`src/rtl/tcpd_pkg.sv`:
```
// Shared types, constants and register map of the two-channel PWM dimmer.
package tcpd_pkg;

    localparam int LEVEL_BITS_DEF = 8;
    localparam int FIELD_W        = 8;
    localparam int BTN_W          = 4;
    localparam int ADDR_W         = 4;
    localparam int DATA_W         = 32;

    localparam logic [FIELD_W-1:0] PERIOD_RST    = 8'd11;
    localparam logic [FIELD_W-1:0] MAX_LEVEL_RST = 8'd10;
    localparam logic [FIELD_W-1:0] MIN_LEVEL_RST = 8'd1;
    localparam int                 LEVEL_RST     = 2;

    // Button bit positions (active low on the pins).
    localparam int BTN_BLUE_UP = 0;
    localparam int BTN_BLUE_DN = 1;
    localparam int BTN_RED_UP  = 2;
    localparam int BTN_RED_DN  = 3;

    typedef enum logic
    {
        OP_SAMPLE = 1'b0,
        OP_PWM    = 1'b1
    } op_t;

    typedef enum logic [1:0]
    {
        REG_PERIOD    = 2'd0,
        REG_MAX_LEVEL = 2'd1,
        REG_MIN_LEVEL = 2'd2
    } reg_idx_t;

    typedef struct packed
    {
        logic [FIELD_W-1:0] period;
        logic [FIELD_W-1:0] max_level;
        logic [FIELD_W-1:0] min_level;
    } cfg_t;

    // Per-channel controls for one pipeline advance.
    typedef struct packed
    {
        logic advance;
        logic pwm_tick;
        logic held_up;
        logic held_dn;
    } chan_ctrl_t;

endpackage

```
`src/rtl/two_channel_pwm_dimmer_top.sv`:
```
// Top level of the two-channel PWM LED dimmer with button control.
// Timing: the input register is loaded at the input transfer; the channel state registers
// (the result) and out_valid are loaded when the item advances, which out_stall can hold off.
// Throughput: one item per cycle while out_stall is low; a stalled result raises in_stall.
// Reset: asynchronous, active low; levels return to 2, phases to 0, pins on,
// buttons read as released and the registers take their default values.
module two_channel_pwm_dimmer_top
#(
    parameter int LEVEL_BITS = tcpd_pkg::LEVEL_BITS_DEF
)
(
    input  logic                             clk,
    input  logic                             rst_n,
    input  logic                             psel,
    input  logic                             penable,
    input  logic                             pwrite,
    input  logic [tcpd_pkg::ADDR_W-1:0]      paddr,
    input  logic [tcpd_pkg::DATA_W-1:0]      pwdata,
    output logic [tcpd_pkg::DATA_W-1:0]      prdata,
    output logic                             pready,
    input  logic                             in_valid,
    output logic                             in_stall,
    input  logic                             op,
    input  logic [tcpd_pkg::BTN_W-1:0]       buttons,
    output logic                             out_valid,
    input  logic                             out_stall,
    output logic                             red_out,
    output logic                             blue_out,
    output logic [tcpd_pkg::FIELD_W-1:0]     red_level,
    output logic [tcpd_pkg::FIELD_W-1:0]     blue_level
);
    import tcpd_pkg::*;

    cfg_t               cfg;
    logic               in_vld_reg, in_vld_next;
    op_t                op_reg;
    logic [BTN_W-1:0]   btn_reg;
    logic [BTN_W-1:0]   prev_reg, prev_next;
    logic               out_vld_reg, out_vld_next;
    logic               advance;
    logic               in_take;
    logic [BTN_W-1:0]   held;
    chan_ctrl_t         red_ctrl, blue_ctrl;
    logic [LEVEL_BITS-1:0] red_lvl, blue_lvl;

    tcpd_regs u_regs
    (
        .clk     (clk),
        .rst_n   (rst_n),
        .psel    (psel),
        .penable (penable),
        .pwrite  (pwrite),
        .paddr   (paddr),
        .pwdata  (pwdata),
        .prdata  (prdata),
        .pready  (pready),
        .cfg     (cfg)
    );

    // The item in the input register moves on once the result slot is free or taken.
    assign advance  = in_vld_reg && (!out_vld_reg || !out_stall);
    assign in_stall = in_vld_reg && !advance;
    assign in_take  = in_valid && !in_stall;

    // A button counts as held when it reads low now and read low on the last sample.
    assign held = ~btn_reg & ~prev_reg;

    always_comb
    begin
        red_ctrl.advance  = advance;
        red_ctrl.pwm_tick = (op_reg == OP_PWM);
        red_ctrl.held_up  = held[BTN_RED_UP];
        red_ctrl.held_dn  = held[BTN_RED_DN];
        blue_ctrl.advance  = advance;
        blue_ctrl.pwm_tick = (op_reg == OP_PWM);
        blue_ctrl.held_up  = held[BTN_BLUE_UP];
        blue_ctrl.held_dn  = held[BTN_BLUE_DN];
    end

    tcpd_channel #(.LEVEL_BITS(LEVEL_BITS)) u_red
    (
        .clk   (clk),
        .rst_n (rst_n),
        .cfg   (cfg),
        .ctrl  (red_ctrl),
        .level (red_lvl),
        .pin   (red_out)
    );

    tcpd_channel #(.LEVEL_BITS(LEVEL_BITS)) u_blue
    (
        .clk   (clk),
        .rst_n (rst_n),
        .cfg   (cfg),
        .ctrl  (blue_ctrl),
        .level (blue_lvl),
        .pin   (blue_out)
    );

    assign red_level  = FIELD_W'(red_lvl);
    assign blue_level = FIELD_W'(blue_lvl);
    assign out_valid  = out_vld_reg;

    always_comb
    begin
        in_vld_next  = in_take || (in_vld_reg && !advance);
        out_vld_next = advance || (out_vld_reg && out_stall);
        prev_next    = prev_reg;
        if (advance && (op_reg == OP_SAMPLE))
        begin
            prev_next = btn_reg;
        end
    end

    always_ff @(posedge clk or negedge rst_n)
    begin
        if (!rst_n)
        begin
            in_vld_reg  <= 1'b0;
            out_vld_reg <= 1'b0;
            prev_reg    <= '1;
        end
        else
        begin
            in_vld_reg  <= in_vld_next;
            out_vld_reg <= out_vld_next;
            prev_reg    <= prev_next;
        end
    end

    always_ff @(posedge clk)
    begin
        if (in_take)
        begin
            op_reg  <= op_t'(op);
            btn_reg <= buttons;
        end
    end

    // A PWM tick never changes a brightness level.
    assert property (@(posedge clk) disable iff (!rst_n)
        advance && (op_reg == OP_PWM) |=> $stable(red_lvl) && $stable(blue_lvl))
        else $error("level changed on a PWM tick");

    // A button sample never changes the PWM pins.
    assert property (@(posedge clk) disable iff (!rst_n)
        advance && (op_reg == OP_SAMPLE) |=> $stable(red_out) && $stable(blue_out))
        else $error("pin changed on a button sample");

    // Every advance produces a result transfer slot.
    assert property (@(posedge clk) disable iff (!rst_n)
        advance |=> out_vld_reg)
        else $error("advance without a result");

    // The channel state only moves when an item advances.
    assert property (@(posedge clk) disable iff (!rst_n)
        !advance |=> $stable(red_lvl) && $stable(blue_lvl) && $stable(prev_reg))
        else $error("state changed without an item");

endmodule

```
`src/rtl/tcpd_regs.sv`:
```
// Configuration register file behind the APB-style port.
module tcpd_regs
(
    input  logic                            clk,
    input  logic                            rst_n,
    input  logic                            psel,
    input  logic                            penable,
    input  logic                            pwrite,
    input  logic [tcpd_pkg::ADDR_W-1:0]     paddr,
    input  logic [tcpd_pkg::DATA_W-1:0]     pwdata,
    output logic [tcpd_pkg::DATA_W-1:0]     prdata,
    output logic                            pready,
    output tcpd_pkg::cfg_t                  cfg
);
    import tcpd_pkg::*;

    cfg_t     cfg_reg;
    cfg_t     cfg_next;
    reg_idx_t idx;
    logic     wr_en;

    assign idx    = reg_idx_t'(paddr[ADDR_W-1:2]);
    assign wr_en  = psel && penable && pwrite;
    assign pready = 1'b1;
    assign cfg    = cfg_reg;

    always_comb
    begin
        cfg_next = cfg_reg;
        if (wr_en)
        begin
            unique case (idx)
                REG_PERIOD:    cfg_next.period    = pwdata[FIELD_W-1:0];
                REG_MAX_LEVEL: cfg_next.max_level = pwdata[FIELD_W-1:0];
                REG_MIN_LEVEL: cfg_next.min_level = pwdata[FIELD_W-1:0];
                default:       cfg_next = cfg_reg;
            endcase
        end
    end

    always_comb
    begin
        unique case (idx)
            REG_PERIOD:    prdata = DATA_W'(cfg_reg.period);
            REG_MAX_LEVEL: prdata = DATA_W'(cfg_reg.max_level);
            REG_MIN_LEVEL: prdata = DATA_W'(cfg_reg.min_level);
            default:       prdata = '0;
        endcase
    end

    always_ff @(posedge clk or negedge rst_n)
    begin
        if (!rst_n)
        begin
            cfg_reg.period    <= PERIOD_RST;
            cfg_reg.max_level <= MAX_LEVEL_RST;
            cfg_reg.min_level <= MIN_LEVEL_RST;
        end
        else
        begin
            cfg_reg <= cfg_next;
        end
    end

endmodule

```
`src/rtl/tcpd_channel.sv`:
```
// One dimmer channel: brightness level, PWM phase counter and output pin.
module tcpd_channel
#(
    parameter int LEVEL_BITS = tcpd_pkg::LEVEL_BITS_DEF
)
(
    input  logic                         clk,
    input  logic                         rst_n,
    input  tcpd_pkg::cfg_t               cfg,
    input  tcpd_pkg::chan_ctrl_t         ctrl,
    output logic [LEVEL_BITS-1:0]        level,
    output logic                         pin
);
    import tcpd_pkg::*;

    // Comparisons are made at the wider of the level and register widths.
    localparam int CMP_W = (LEVEL_BITS > FIELD_W) ? LEVEL_BITS : FIELD_W;

    logic [LEVEL_BITS-1:0] level_reg, level_next;
    logic [LEVEL_BITS-1:0] phase_reg, phase_next;
    logic                  pin_reg, pin_next;
    logic [LEVEL_BITS-1:0] level_up;
    logic [LEVEL_BITS-1:0] phase_inc;

    assign level = level_reg;
    assign pin   = pin_reg;

    always_comb
    begin
        level_next = level_reg;
        phase_next = phase_reg;
        pin_next   = pin_reg;
        level_up   = level_reg;
        phase_inc  = phase_reg + LEVEL_BITS'(1);

        if (ctrl.advance)
        begin
            if (ctrl.pwm_tick)
            begin
                phase_next = phase_inc;
                if (CMP_W'(phase_inc) >= CMP_W'(cfg.period))
                begin
                    phase_next = '0;
                    pin_next   = 1'b1;
                end
                if (CMP_W'(phase_next) > CMP_W'(level_reg))
                begin
                    pin_next = 1'b0;
                end
            end
            else
            begin
                // Up is tried first, then down, each against its own limit.
                if (ctrl.held_up && (CMP_W'(level_reg) < CMP_W'(cfg.max_level)))
                begin
                    level_up = level_reg + LEVEL_BITS'(1);
                end
                level_next = level_up;
                if (ctrl.held_dn && (CMP_W'(level_up) > CMP_W'(cfg.min_level)))
                begin
                    level_next = level_up - LEVEL_BITS'(1);
                end
            end
        end
    end

    always_ff @(posedge clk or negedge rst_n)
    begin
        if (!rst_n)
        begin
            level_reg <= LEVEL_BITS'(LEVEL_RST);
            phase_reg <= '0;
            pin_reg   <= 1'b1;
        end
        else
        begin
            level_reg <= level_next;
            phase_reg <= phase_next;
            pin_reg   <= pin_next;
        end
    end

endmodule
```
`config.mk`:
```
export PLATFORM = sky130hd
export DESIGN_NAME = two_channel_pwm_dimmer_top
export DESIGN_NICKNAME = d
export VERILOG_FILES = /design/src/rtl/tcpd_pkg.sv /design/src/rtl/two_channel_pwm_dimmer_top.sv /design/src/rtl/tcpd_regs.sv /design/src/rtl/tcpd_channel.sv
export SDC_FILE = /design/constraint.sdc
export NUM_CORES = 1
export LEC_CHECK = 0
export ABC_AREA = 1
export BUFFER_PORTS_ARGS = -buffer_cell sky130_fd_sc_hd__buf_4
export CAP_MARGIN = 20
export CORE_MARGIN = 4
export CORE_UTILIZATION = 40
export CTS_BUF_LIST = sky130_fd_sc_hd__clkbuf_4 sky130_fd_sc_hd__clkbuf_8
export CTS_CLUSTER_DIAMETER = 30
export DETAILED_ROUTE_END_ITERATION = 10
export SYNTH_ARGS = -nofsm -noshare
export SYNTH_HDL_FRONTEND = slang
export SYNTH_HIERARCHICAL = 1
export SYNTH_SLANG_ARGS = --single-unit
```
`constraint.sdc`:
```
create_clock -name clk -period 7.1 [get_ports clk]
set_input_delay 1.42 -clock clk [delete_from_list [all_inputs] [get_ports clk]]
set_output_delay 1.42 -clock clk [all_outputs]
set_load 0.1 [all_outputs]
```
After elaboration in Yosys (flattened, before gate mapping) --
Index checks and enable logic that the tools add are counted.
Operators by class: reductions and logical operators 28, equal/unequal tests 2, multiply operators 0, shift-type cells 0, div/mod/pow operators 0, mux-type cells 19, order comparisons 8, bitwise gates (word level) 4, add/sub/neg operators 6
Operator list (number):
- 8-bit two-way mux | 14
- 8-bit by 1-bit adder with 8-bit output (second input constant) | 4
- 8-bit greater-than comparator | 4
- 8-bit one-hot mux with 3 select lines | 1
- 8-bit greater-or-equal comparator | 2
- 8-bit < comparator | 2
- 8-bit by 1-bit subtractor with 8-bit output (second input constant) | 2
- 1-bit logical AND | 11
- 2-bit AND reduction | 5
- 4-bit inverter | 2
- 3-bit AND reduction | 2
- 4-bit bitwise AND | 1
- 1-bit logical NOT | 4
- 1-bit two-way mux | 4
- 2-bit nonzero test | 2
- 1-bit logical OR | 3
- 2-bit by 1-bit == test with 1-bit output (second input constant) | 1
- 2-bit == test (second input constant) | 1
- 2-bit logical NOT | 1
- 1-bit inverter | 1
Storage, ports and cells: bits in writable memories 0, memories 0, output and inout bits 53, logic and storage cells 81, ROM bits 0, bits in latches 0, register bits 69, bits of input ports 48

Depth between registers and ports, before layout --
Gate-level depths: netlist of run 1.
word-level depth 9, mapped depth 24, depth with buffers taken out 24

Hierarchy --
Netlist of run 1, hierarchy kept.
By module, submodules not included:
- tcpd_channel (u_red) | times used 1, cells an instance 298, area each 2127.0 um^2, seq. area each 427.9 um^2
- tcpd_channel (u_blue) | times used 1, cells an instance 309, area each 2047.0 um^2, seq. area each 427.9 um^2
- tcpd_regs | times used 1, cells an instance 173, area each 1315.0 um^2, seq. area each 608.1 um^2
- two_channel_pwm_dimmer_top | times used 1, cells an instance 37, area each 429.2 um^2, seq. area each 305.3 um^2

Worst setup path before layout of run 1 --
OpenSTA, ideal clock, no wires.
path kind input -> output, from in paddr[2] in the netlist's numbering, to out prdata[6] in the netlist's numbering, stages on the path 5, arrival time 2.485 ns, slack 3.195 ns, cells stage by stage inv_1 nand2_1 inv_2 nand2_1 nand3_1
On the way: cells in the longest elaborated chain, start to end 2, elaborated cells between the ends (all ways) 4, those cells by class eq/ne: 2; mux: 1; reduce/logical: 1
Ends and longest elaborated chain:
- start, declared | line two_channel_pwm_dimmer_top.sv:17 | input logic [tcpd_pkg::ADDR_W-1:0] paddr,
- 2-bit == test, or another cell as far along | line tcpd_regs.sv:43 | unique case (idx)
- 8-bit one-hot mux with 3 select lines (*) | line tcpd_regs.sv:43
- end, declared | line two_channel_pwm_dimmer_top.sv:19 | output logic [tcpd_pkg::DATA_W-1:0] prdata,
Mark *: on every way between the ends. The rest lies on a longest branch, timed or not.

Worst setup path in the final report of run 1 --
from in paddr[3] in the netlist's numbering, to out prdata[4] in the netlist's numbering
Same word-level chain as after synthesis.

==> results of run 1 <==
[worst paths after layout]
check | start | slack (ns) | to
worst min-delay path | prev_reg[0]$_DFFE_PN1P_ | 0.47 | prev_reg[0]$_DFFE_PN1P_
max in group asynchronous | rst_n | 5.35 | u_blue/level[5]$_DFFE_PN0P_
worst min register to register | prev_reg[0]$_DFFE_PN1P_ | 0.47 | prev_reg[0]$_DFFE_PN1P_
worst max-delay path | paddr[3] | 3.21 | prdata[4]
min in group asynchronous | rst_n | 1.15 | in_vld_reg$_DFF_PN0_
worst max register to register | u_blue/phase_reg[2]$_DFFE_PN0P_ | 3.60 | u_blue/pin$_DFFE_PN1P_
[synth_stat cells (all sizes together) (3+ instances only)]
library cell	count	share of area
ha	68	0.14
o21ai	31	0.027
inv	130	0.083
nand3	54	0.048
dfstp	14	0.062
a21oi	32	0.032
xor2	18	0.027
nor3	9	0.0076
a31oi	3	0.0032
nand2	286	0.21
nand4	12	0.013
nor2	54	0.047
dfrtp	50	0.21
xnor2	3	0.0044
or2	4	0.0042
nand3b	3	0.0038
buf	26	0.033
edfxtp	5	0.025
[where the power goes]
group / switching (mW) / total (mW) / internal (mW) / leakage [nW]
logic: 1.39 / 1.99 / 0.606 / 2.67
clock network: 0.159 / 0.415 / 0.256 / 0.130
registers: 0.176 / 0.696 / 0.520 / 0.833
total: 1.72 / 3.11 / 1.38 / 3.63
[layout make-up]
| type | count | area share |
|---|---|---|
| clock inverter | 4 | 0.0143 |
| tap | 184 | 0.0346 |
| inverter | 130 | 0.0742 |
| sequential | 69 | 0.266 |
| multi-input combinational | 613 | 0.531 |
| timing repair buffer | 49 | 0.0553 |
| clock buffer | 12 | 0.0239 |
[cells by family after synthesis]
group / count (synthesis) / share of synthesized area
buf+inv: 158 / 0.119
fa+ha+maj: 68 / 0.144
other cells: 2 / 0.00127
flops: 69 / 0.299
xor+xnor: 21 / 0.0311
simple gates: 424 / 0.333
compound gates: 75 / 0.0734
[per-layer routing]
| metal | up-vias | GRT usage | routed length, µm |
|---|---|---|---|
| met5 | - | 0 | 0 |
| met4 | 0 | 0.0385 | 162 |
| met3 | 11 | 0.0379 | 599 |
| met2 | 94 | 0.311 | 7060 |
| met1 | 2337 | 0.248 | 6940 |
| li1 | 2655 | - | - |
[worst reg2reg max path, delay by kind of cell, from the launching register on]
family                     cells  cell delay, ns
AOI/OAI and AO/OA              5            0.84
xor gates and xnor gates       1            0.18
adders and majority gates      2            0.60
buffers and inverters          1            0.07
DFF                            1            0.45
and+or+nand+nor                8            1.30
==> results.py, run 1 <==
metrics = {
    "status": {
        "outcome": "finished, final reports clean",
    },
    "layout": {
        "area_delta_synth_final_pct": 12.3,
        "drive_gt1_frac": 0.156,
        "fillers": 1511,
        "final_area_mm2": 0.00665,
        "diodes": 0,
        "final_cell_mix": "nand2_1 (260), inv_1 (121), ha_1 (68)",
        "fin_util": 0.457,
        "fin_cells": 1061,
        "layout.area.seq_mm2": 0.00177,
        "fin_nets": 988,
        "largest_register_ffs": 24,
        "multi_input_area_mm2": 0.00353,
        "final_common_cell": "nand2_1",
    },
    "critical_path": {
        "crit_path_start_kind": "input pin",
        "worstSetupPathType": "input pin to output pin",
        "cpPeakStageDelay_ns": 0.33,
        "path_depth": 5,
        "required_ns": 5.68,
        "cp_common_cell": "buf_4",
        "cp_slowest_cell": "buf_4",
        "endpoint_kind": "output pin",
        "cp.arrival_ns": 2.47,
        "cp_num_buf_inv": 2,
        "cp_max_fo": 9,
        "path_cells": "buf_4 > nor2_2 > nand2_1 > nand3_1 > buf_4",
        "crit_family": "simple AND/OR/NAND/NOR gates",
        "reg2reg_depth": 17,
    },
    "synthesis": {
        "ys_seq_elements": 69,
        "ys_seq_area_frac": 0.299,
        "async_flop_share": 0.928,
        "postSynthAreaPerCell_um2": 7.24,
        "netlist-cell-type-count": 44,
        "synth_area_mm2": 0.00592,
        "ys.flop_type": "dfrtp_1",
        "synth_edf_count": 5,
        "netlist_instances": 817,
        "yosys_warnings": 6,
    },
    "routing": {
        "dr.pass1.iters": 5,
        "drtIter0Drc": 313,
        "drcViolationCount": 0,
        "vias": 5097,
        "drt_wl_total_um": 14800,
        "wl_per_cell_um": 13.9,
        "drtAntennaViolNets": 0,
        "vias_per_cell": 4.80,
    },
    "placement": {
        "hpwlAfterDp_um": 11400,
        "dpl_cell_area_mm2": 0.00639,
        "pre_cts_ws_ns": 3.23,
        "gp_congestion": 0.811,
        "numPortBuffers": 49,
        "placedCellCount": 1045,
    },
    "run": {
        "cap_viol_max_count": 0,
    },
    "timing": {
        "drv_slew": 0,
        "fin_crit_ns": 3.89,
        "tns_ns": 0,
        "max_clock_freq_ghz": 0.257,
        "tightest_slew_ns": 0.955,
        "timing.hold.ws_ns": 0.467,
        "setup_viol": 0,
        "hold_violations": 0,
        "skew_ns": 0.0144,
        "rsz0062_at_grt": "false",
        "finalCritPeriodShare": 0.548,
        "max-slew-margin-rel": 0.361,
        "fin_ws_ns": 3.21,
    },
    "die": {
        "pin_count": 101,
        "die_area_mm2": 0.0168,
        "die_y_um": 130,
        "fp.coreArea_mm2": 0.0145,
        "die_w_um": 130,
        "initial_utilization": 0.407,
        "rows": 44,
    },
    "clock_tree": {
        "clk_path_buf_depth": 2,
        "clockRootBuffer": "clkbuf_8",
        "clk_latency_ns": 0.37,
        "post_cts_resized": 0,
        "cts_tree": "yes",
        "clk_transition_reported_paths_ns": 0.07,
        "cts_num_sinks": 69,
        "cts_hold_buf": 0,
        "numCtsBuffers": 9,
        "cts_setup_buffers": 0,
        "h-tree-depth": 3,
    },
    "min_path": {
        "hold_path.class": "register to register",
        "whs_path_depth": 2,
    },
    "global_routing": {
        "grt_pass1_vias": 4890,
        "grt_pass1_wl_um": 24500,
        "grt_max_degree": 65,
        "grtUsageTotal": 0.185,
        "grt_overflow": 0,
        "antenna_found_initial": 0,
    },
    "power": {
        "power_leakage_nw": 3.63,
        "p_per_area_mw_per_mm2": 467,
        "ir_drop_uv": 310,
        "power_mw": 3.11,
    },
}
Power figures use the tool's default switching activity.
==> run 2, diff against run 1 <==
==> constraint.sdc (replaced) <==
create_clock -name clk -period 3.6 [get_ports clk]
set_input_delay 0.72 -clock clk [delete_from_list [all_inputs] [get_ports clk]]
set_output_delay 0.72 -clock clk [all_outputs]
set_load 0.1 [all_outputs]
==> results.py, run 2 (synthesis results as in run 1) <==
metrics = {
    "status": {
        "outcome": "finished, final reports clean",
    },
    "timing": {
        "setup_viol": 0,
        "hold_violations": 0,
        "tightest_slew_ns": 0.853,
        "drv_slew": 0,
        "fin_crit_ns": 3.26,
        "rsz0062_at_grt": "false",
        "tns_ns": 0,
        "finalCritPeriodShare": 0.905,
        "fin_ws_ns": 0.341,
        "max_clock_freq_ghz": 0.307,
        "max-slew-margin-rel": 0.431,
        "skew_ns": 0.00644,
    },
    "power": {
        "p_sw_mw": 3.40,
        "p_per_area_mw_per_mm2": 902,
        "power_mw": 6.04,
        "internal-power_mw": 2.63,
        "pwr-share-comb": 0.667,
        "pwr-share-seq": 0.222,
        "switching_share": 0.563,
        "pwr-share-clk": 0.111,
        "ir_drop_uv": 662,
        "power_leakage_nw": 3.65,
    },
    "layout": {
        "final_common_cell": "nand2_1",
        "final_area_mm2": 0.00669,
        "diodes": 0,
        "fillers": 1527,
        "largest_register_ffs": 24,
        "fin_nets": 994,
        "drive_gt1_frac": 0.174,
        "area_delta_synth_final_pct": 13.1,
        "fin_cells": 1067,
        "final_cell_mix": "nand2_1 (259), inv_1 (121), ha_1 (68)",
    },
    "routing": {
        "drtIter0Drc": 232,
        "dr.pass1.iters": 5,
        "wl_per_cell_um": 13.8,
        "drtAntennaViolNets": 0,
        "drt_wl_total_um": 14700,
        "drcViolationCount": 0,
        "vias_per_cell": 4.82,
        "vias": 5142,
    },
    "critical_path": {
        "reg2reg_depth": 21,
        "cp.arrival_ns": 3.50,
        "cp_num_buf_inv": 2,
        "worstSetupPathType": "register to register",
        "crit_family": "simple AND/OR/NAND/NOR gates",
        "endpoint_kind": "register",
        "path_cells": "ha_1 > nand2_1 > nand2_1 > nor2_1 > nand2_1 > a21oi_4 > nand2_4 > nand2_1 > nand2_1 > inv_2 > ha_1 > nand2_1 > inv_1 > nand4_1 > nand2_1 > a21oi_4 > nand3_2 > nor2_4 > nand2_1 > nand3_1 > o21ai_1",
        "ff2ff_setup_slack_ns": 0.34,
        "timing.rr.end": "u_blue/level[3]$_DFFE_PN0P_",
        "cp_slowest_cell": "dfrtp_1",
        "cp_max_fo": 9,
        "required_ns": 3.85,
        "crit_path_start_kind": "register",
        "cp_common_cell": "nand2_1",
        "cpPeakStageDelay_ns": 0.47,
        "r2r_start": "u_blue/level[7]$_DFFE_PN0P_",
    },
    "global_routing": {
        "antenna_found_initial": 0,
        "grt_pass1_wl_um": 23900,
        "grt_pass1_vias": 4786,
        "grt_max_degree": 65,
        "grtUsageTotal": 0.181,
        "grt_overflow": 0,
    },
    "placement": {
        "placedCellCount": 1051,
        "gp_congestion": 0.849,
        "dpl_cell_area_mm2": 0.00644,
        "numPortBuffers": 49,
        "hpwlAfterDp_um": 11600,
        "pre_cts_ws_ns": 0.231,
    },
    "die": {
        "fp.coreArea_mm2": 0.0145,
        "die_area_mm2": 0.0168,
        "die_w_um": 130,
        "pin_count": 101,
        "die_y_um": 130,
        "initial_utilization": 0.407,
        "rows": 44,
    },
    "clock_tree": {
        "cts_hold_buf": 0,
        "clk_path_buf_depth": 2,
        "cts_num_sinks": 69,
        "clockRootBuffer": "clkbuf_8",
        "clk_transition_reported_paths_ns": 0.07,
        "cts_tree": "yes",
        "clk_latency_ns": 0.36,
        "numCtsBuffers": 9,
        "h-tree-depth": 3,
    },
    "min_path": {
        "hold_path.class": "input pin to asynchronous set/reset pin",
    },
    "run": {
        "cap_viol_max_count": 0,
    },
}
-- run 2: cell types whose count changed in the layout (fill, tap and decap cells not counted), sizes merged --
cell,change
buf,+6
bufinv,-2
clkbuf,+2
-- run 2: worst reg2reg max path, stage by stage, from the launching register on --
cell	delay (ns)
dfrtp_1	0.47
ha_1	0.34
nand2_1	0.08
nand2_1	0.05
nor2_1	0.08
nand2_1	0.08
a21oi_4	0.29
nand2_4	0.14
nand2_1	0.08
nand2_1	0.10
inv_2	0.11
ha_1	0.25
nand2_1	0.07
inv_1	0.05
nand4_1	0.08
nand2_1	0.08
a21oi_4	0.21
nand3_2	0.17
nor2_4	0.18
nand2_1	0.07
nand3_1	0.10
o21ai_1	0.07
-- run 2: per-layer routing --
| metal | global-route usage | wire length [µm] | part of all wire |
|---|---|---|---|
| met5 | 0 | 0 | 0 |
| met2 | 0.296 | 6870 | 0.47 |
| met4 | 0.0562 | 398 | 0.027 |
| met1 | 0.241 | 6870 | 0.47 |
| met3 | 0.0371 | 597 | 0.041 |
-- run 2: how the worst max path moves through the flow --
stage | cells after the start | start | slack, ns | end
3_3_place_gp | 20 | u_blue/phase_reg[2]$_DFFE_PN0P_ | 0.23 | u_blue/pin$_DFFE_PN1P_
2_1_floorplan | 21 | u_blue/level[7]$_DFFE_PN0P_ | 0.06 | u_blue/level[5]$_DFFE_PN0P_
6_report | 21 | u_blue/level[7]$_DFFE_PN0P_ | 0.34 | u_blue/level[3]$_DFFE_PN0P_
3_5_place_dp | 20 | u_blue/phase_reg[2]$_DFFE_PN0P_ | 0.23 | u_blue/pin$_DFFE_PN1P_
4_1_cts | 20 | u_blue/phase_reg[2]$_DFFE_PN0P_ | 0.21 | u_blue/pin$_DFFE_PN1P_
5_1_grt | 22 | u_blue/level[7]$_DFFE_PN0P_ | 0.002 | u_blue/level[5]$_DFFE_PN0P_
-- run 2: what timing repair did --
action,in CTS,in global routing
setup buffers,0,0
resized for setup,0,13
setup endpoints to repair,0,5
-- run 2: power groups by stage --
| stage | Sequential, mW | Combinational, mW | Clock [mW] |
|---|---|---|---|
| floorplan | 1.93 | 2.56 | 0 |
| global placement | 1.35 | 3.94 | 0 |
| detailed placement | 1.35 | 3.99 | 0 |
| CTS | 1.34 | 4.01 | 0.696 |
| global route | 1.38 | 4.54 | 0.724 |
| finish | 1.34 | 4.03 | 0.671 |
-- run 2: cell type report --
cell class              count  area [µm²]  area share
clock buffers              14         168      0.0250
clock inverters             2        35.0     0.00523
inverters                 130         493      0.0736
multi-input cells         613        3580       0.535
flip-flops and latches     69        1770       0.265
well taps                 184         230      0.0344
repair buffers             55         413      0.0617
-- run 2: stage by stage --
step,utilization,hold WS (ns)
final,0.461,0.455
after global routing,0.461,0.485
after CTS,0.457,0.469
after detailed placement,0.443,0.457
after global placement,0.443,0.452
after floorplan,-,0.424
